--- config.mk ---
export PLATFORM = sky130hd
export DESIGN_NAME = qrs_sqrt_pipe
export DESIGN_NICKNAME = d
export VERILOG_FILES = /design/src/qrs_pkg.sv /design/src/qrs_sqrt_pipe.sv
export SDC_FILE = /design/constraint.sdc
export NUM_CORES = 2
export LEC_CHECK = 0
export BUFFER_PORTS_ARGS = -buffer_cell sky130_fd_sc_hd__buf_2
export CORE_UTILIZATION = 65
export CTS_BUF_LIST = sky130_fd_sc_hd__clkbuf_8
export CTS_CLUSTER_DIAMETER = 80
export DETAILED_ROUTE_END_ITERATION = 8
export PLACE_DENSITY = 0.83
export SETUP_SLACK_MARGIN = 0.05
export SLEW_MARGIN = 10
export SYNTH_ARGS = -nofsm -noshare
export SYNTH_HDL_FRONTEND = slang
export SYNTH_SLANG_ARGS = --single-unit
--- constraint.sdc ---
create_clock -name clk -period 5.3 [get_ports clk]
set_clock_uncertainty 0.1 [all_clocks]
set_input_delay 0.53 -clock clk [delete_from_list [all_inputs] [get_ports clk]]
set_output_delay 0.53 -clock clk [all_outputs]
set_load 0.03 [all_outputs]
--- src/qrs_pkg.sv ---
// Package for the quadratic root solver.
// Holds field widths, root count codes and the tag types carried by the pipelines.
// No dependencies.
package qrs_pkg;

	localparam int COEF_WIDTH = 16;
	localparam int FRAC_BITS  = 16;
	localparam int ROOT_WIDTH = 34;

	// Discriminant b*b - 4*a*c, signed, with headroom.
	localparam int DISC_W  = 2 * COEF_WIDTH + 3;
	// Non-negative discriminant handed to the square root.
	localparam int SQ_IN_W = 2 * COEF_WIDTH + 2;
	// Root bits of floor(sqrt(D * 2^(2*FRAC_BITS))).
	localparam int SQ_ROOT_W = (SQ_IN_W + 2 * FRAC_BITS) / 2;
	localparam int SQ_OP_W   = 2 * SQ_ROOT_W;
	localparam int SQ_REM_W  = SQ_ROOT_W + 2;

	// -b scaled by 2^FRAC_BITS.
	localparam int NB_W  = COEF_WIDTH + FRAC_BITS + 1;
	// Numerator -b*2^F +/- s, signed, and its magnitude.
	localparam int NUM_W = SQ_ROOT_W + 2;
	localparam int MAG_W = NUM_W - 1;
	// Denominator 2*a, signed, and its magnitude.
	localparam int DEN_SW = COEF_WIDTH + 1;
	localparam int DEN_W  = COEF_WIDTH + 1;
	localparam int DREM_W = DEN_W + 1;

	localparam logic [1:0] CNT_NONE   = 2'd0;
	localparam logic [1:0] CNT_DOUBLE = 2'd1;
	localparam logic [1:0] CNT_TWO    = 2'd2;

	// Side information that travels next to the square root.
	typedef struct packed {
		logic [1:0]               cnt;
		logic                     deg;
		logic signed [NB_W-1:0]   nb;
		logic signed [DEN_SW-1:0] den;
	} sq_tag_t;

	// Side information that travels next to the dividers.
	typedef struct packed {
		logic [1:0] cnt;
		logic       deg;
		logic       neg_p;
		logic       neg_m;
	} dv_tag_t;

endpackage

--- src/qrs_sqrt_pipe.sv ---
// Pipelined integer square root, one root bit per stage.
// Computes floor(sqrt(rad * 2^(2*FRAC_BITS))) and carries a tag alongside.
// Depends on qrs_pkg.
module qrs_sqrt_pipe import qrs_pkg::*; (
	input  logic                 clk,
	input  logic                 arst_n,
	input  logic                 en,
	input  logic                 in_vld,
	input  logic [SQ_IN_W-1:0]   rad,
	input  sq_tag_t              in_tag,
	output logic                 out_vld,
	output logic [SQ_ROOT_W-1:0] root,
	output sq_tag_t              out_tag
);

	logic [SQ_OP_W-1:0]   op_s   [0:SQ_ROOT_W];
	logic [SQ_REM_W-1:0]  rem_s  [0:SQ_ROOT_W];
	logic [SQ_ROOT_W-1:0] root_s [0:SQ_ROOT_W];
	logic                 vld_s  [0:SQ_ROOT_W];
	sq_tag_t              tag_s  [0:SQ_ROOT_W];

	// Stage zero is the unregistered input.
	assign op_s[0]   = {rad, {(SQ_OP_W - SQ_IN_W){1'b0}}};
	assign rem_s[0]  = '0;
	assign root_s[0] = '0;
	assign vld_s[0]  = in_vld;
	assign tag_s[0]  = in_tag;

	for (genvar k = 0; k < SQ_ROOT_W; k++) begin : g_step
		logic [SQ_REM_W-1:0] rem_sh;
		logic [SQ_REM_W-1:0] trial;
		logic                ge;

		// Bring down two radicand bits and try the next root bit.
		always_comb begin
			rem_sh = {rem_s[k][SQ_REM_W-3:0], op_s[k][SQ_OP_W-1 -: 2]};
			trial  = {root_s[k], 2'b01};
			ge     = rem_sh >= trial;
		end

		always_ff @(posedge clk or negedge arst_n) begin
			if (!arst_n) begin
				vld_s[k+1] <= 1'b0;
			end else if (en) begin
				vld_s[k+1] <= vld_s[k];
			end
		end

		always_ff @(posedge clk) begin
			if (en) begin
				rem_s[k+1]  <= ge ? rem_sh - trial : rem_sh;
				root_s[k+1] <= {root_s[k][SQ_ROOT_W-2:0], ge};
				op_s[k+1]   <= {op_s[k][SQ_OP_W-3:0], 2'b00};
				tag_s[k+1]  <= tag_s[k];
			end
		end
	end

	assign out_vld = vld_s[SQ_ROOT_W];
	assign root    = root_s[SQ_ROOT_W];
	assign out_tag = tag_s[SQ_ROOT_W];

endmodule

==> results.toml <==
[synthesis]
syn_inst = 9909
ys_async_sr_fraction_pct = 0.915
yosysMostFrequentCell = "edfxtp_1"
ys_top_cells_by_area = "edfxtp_1 72%, ha_1 4.7%, xnor2_1 2.3%"
synthTopCellsByCount = "3575 x edfxtp_1, 747 x inv_1, 576 x nand2_1, 564 x ha_1, 515 x a21oi_1"
synth_edf_count = 3575
seq_area_frac_synth_pct = 72.6
synth_top_cell_area_share_pct = 72.1
synth_xor_area_share_pct = 4.60
yosys.area_share.simple_pct = 7.04
synth.distinct_cells = 91
syn_nets = 10600
synthAdderAreaFrac_pct = 4.94
synth_ff_type = "edfxtp_1"
ys_ff_latch = 3608
muxShareOfSynthArea_pct = 1.17
synth_compound_area_share_pct = 7.08
synth_area_um2 = 149000
synth_top_family_by_area = "compound AO/OA/AOI/OAI gates"
synth_top_cell_by_area = "edfxtp_1"
syn_avg_cell_area_um2 = 15.0
ys_warn_count = 0

[cts]
cts.sinks = 3608
cts.clk_slew.worst_paths_ns = 0.07
cts_tree = "done"
cts_setup_buffers = 0
clockBufferDepth = 4
post_cts_resized = 0
clk_latency_ns = 1.11
cts-root-buf = "clkbuf_8"
h-tree-depth = 6
cts-buffers-inserted = 578

[placed_design]
portBuffers = 177
pre_cts_slack_ns = 0.938
hpwl_um = 185000
gp_congestion = 0.910

[sta]
drv_slew = 0
fmax_ghz = 0.222
rsz0062_at_grt = "no"
finalSetupViolCount = 0
worst_pin_slew_ns = 1.19
finalHoldViolCount = 0
min_period_ns = 4.51
final.setup.tns_ns = 0
fin_crit_sh_pct = 85.2
fin_ws_ns = 0.786
maxSlewHeadroom_pct = 18.4

[floorplanning]
io_pins = 178
die_w_um = 481
die_area_um2 = 231000
die_h_um = 481
fp-row-count = 175
core_um2 = 227000
start_util_pct = 65.5

[cells_and_area]
drive_gt1_share_pct = 10.8
fillers = 13800
nets = 11400
area_growth_pct = 11.4

[power]
p_per_area_nw_per_um2 = 425
p_leak_nw = 62.7
power_mw = 70.4
vdd_ir_drop_max_mv = 0.298

[min_path]
hold_path_class = "input pin to flip-flop"
hold_path_startpoint = "rad[6]"
hold_depth = 2

[worst_setup_path]
crit_top_cell = "a21oi_1"
max_stage_delay_ns = 0.86
cp_max_fo = 6
r2r_start = "g_step[20].rem_sh[2]"
crit_path_start = "g_step[20].rem_sh[2]"
r2r_cells = 12
cp_cell_sequence = "ha_1 -> fa_1 -> a21oi_1 -> o21bai_1 -> a2111oi_0 -> o31ai_1 -> o211ai_1 -> o21ai_0 -> a21oi_1 -> o22ai_1 -> or3_1 -> xnor2_1"
crit_end = "g_step[21].rem_sh[26]"
path_class = "flip-flop to flip-flop"
cp.required_ns = 6.00
r2r_slack_ns = 0.79
critPathArrivalTime_ns = 5.21
start_kind = "flip-flop"
critPathSlowestCell = "a2111oi_0"
regToRegEndpoint = "g_step[21].rem_sh[26]"
end_kind = "flip-flop"

[global_routing]
grt_max_degree = 177
overflow = 0
grt_pass1_wl_um = 436000
global_route.usage.total_pct = 24.1
antenna_found_initial = 14
grt_pass1_vias = 82700

[detailed_routing]
via_count = 81600
first_pass_iters = 8
drtIter0Drc = 7329
viasPerCell = 5.76
ant_nets = 0
drt-wirelength-per-cell_um = 19.6
drc = 0
wl_um = 278000

[flow_run]
maxCapViolCount = 0

[run_status]
outcome = "finished clean"
per-stage QoR:
stage	utilization [%]	instance area (um^2)	std cells	hold WS, ns
6_report	72.9	166000	14200	0.120
5_1_grt	72.9	166000	14200	0.0198
4_1_cts	72.9	166000	14200	0.00231
3_5_place_dp	67.6	154000	13000	0.305
3_3_place_gp	67.6	154000	13000	0.300
2_1_floorplan	-	149000	9909	0.134
cell usage in the layout, fill, tap and decap left out, types with 65 or more instances in the layout:
cell,instances
o21ai_0,441
nor4_1,108
xnor2_1,397
o21a_1,93
ha_1,564
nand2_1,576
a21o_1,212
nand3_1,137
nor2b_1,68
inv_1,929
or3_1,78
mux2_2,145
o21bai_1,65
clkbuf_8,582
buf_4,75
clkinv_1,128
a21oi_1,515
edfxtp_1,3575
xor2_1,383
buf_2,176
nor3_1,205
nor2_1,507
nand2b_1,98
dlygate4sd3_1,165
area by class of cell:
type	count	area, um^2	share of cell area [%]
multi-input cells	5352	37100	22.3
clock buffers	582	8010	4.83
clock inverters	405	2300	1.39
well taps	3009	3760	2.27
repair buffers	445	3680	2.22
flip-flops and latches	3608	108000	65.2
diodes	7	17.5	0.0106
inverters	751	2820	1.70
power by group:
group          internal, mW  switching [mW]
Combinational          5.01            6.61
Sequential             35.3            1.94
Clock                  11.1            10.5
worst min-delay path by stage:
| stage | end | slack, ns |
|---|---|---|
| final | op_s[2152] | 0.12 |
| after global routing | op_s[2165] | 0.02 |
| after CTS | op_s[2156] | 0.002 |
| after detailed placement | op_s[1638] | 0.30 |
| after global placement | tag_s[650] | 0.30 |
| after floorplan | out_vld | 0.13 |
cells by family (layout without fill, tap and decap cells):
family / count (synthesis) / count (layout)
xor gates and xnor gates: 781 / 781
muxes: 156 / 156
buffers and inverters: 949 / 2183
DFF: 3608 / 3608
and+or+nand+nor: 2130 / 2130
other: 1 / 8
adders and majority gates: 579 / 579
AOI/OAI and AO/OA: 1705 / 1705
routing by layer:
layer / GRT usage [%] / share of wire, % / vias to the layer above
li1: - / - / 38700
met1: 32.5 / 42 / 39400
met4: 8.45 / 2.8 / 2
met2: 39.6 / 48 / 2882
met3: 4.68 / 7.2 / 599
met5: 0 / 0.0047 / -
timing repair:
action,in CTS,in global routing
endpoints found under the setup margin,0,0
endpoints found under the hold margin,198,0
hold buffers,166,0
sequential cells by signal, indices dropped and copies added, names as in the netlist:
| signal | cells |
|---|---|
| tag_s | 1696 |
| g_step.trial | 528 |
| vld_s | 32 |
| out_tag | 53 |
| g_step.rem_sh | 1025 |
| root | 33 |
| op_s | 240 |
| out_vld | 1 |
critical path: cells and delay by family (launching register included):
| family | cells | cell delay [ns] |
|---|---|---|
| flops | 1 | 0.48 |
| fa+ha+maj | 2 | 0.71 |
| compound gates | 8 | 2.42 |
| simple gates | 1 | 0.42 |
| xor+xnor | 1 | 0.14 |
No activity file was read; power rests on OpenSTA's default activity.
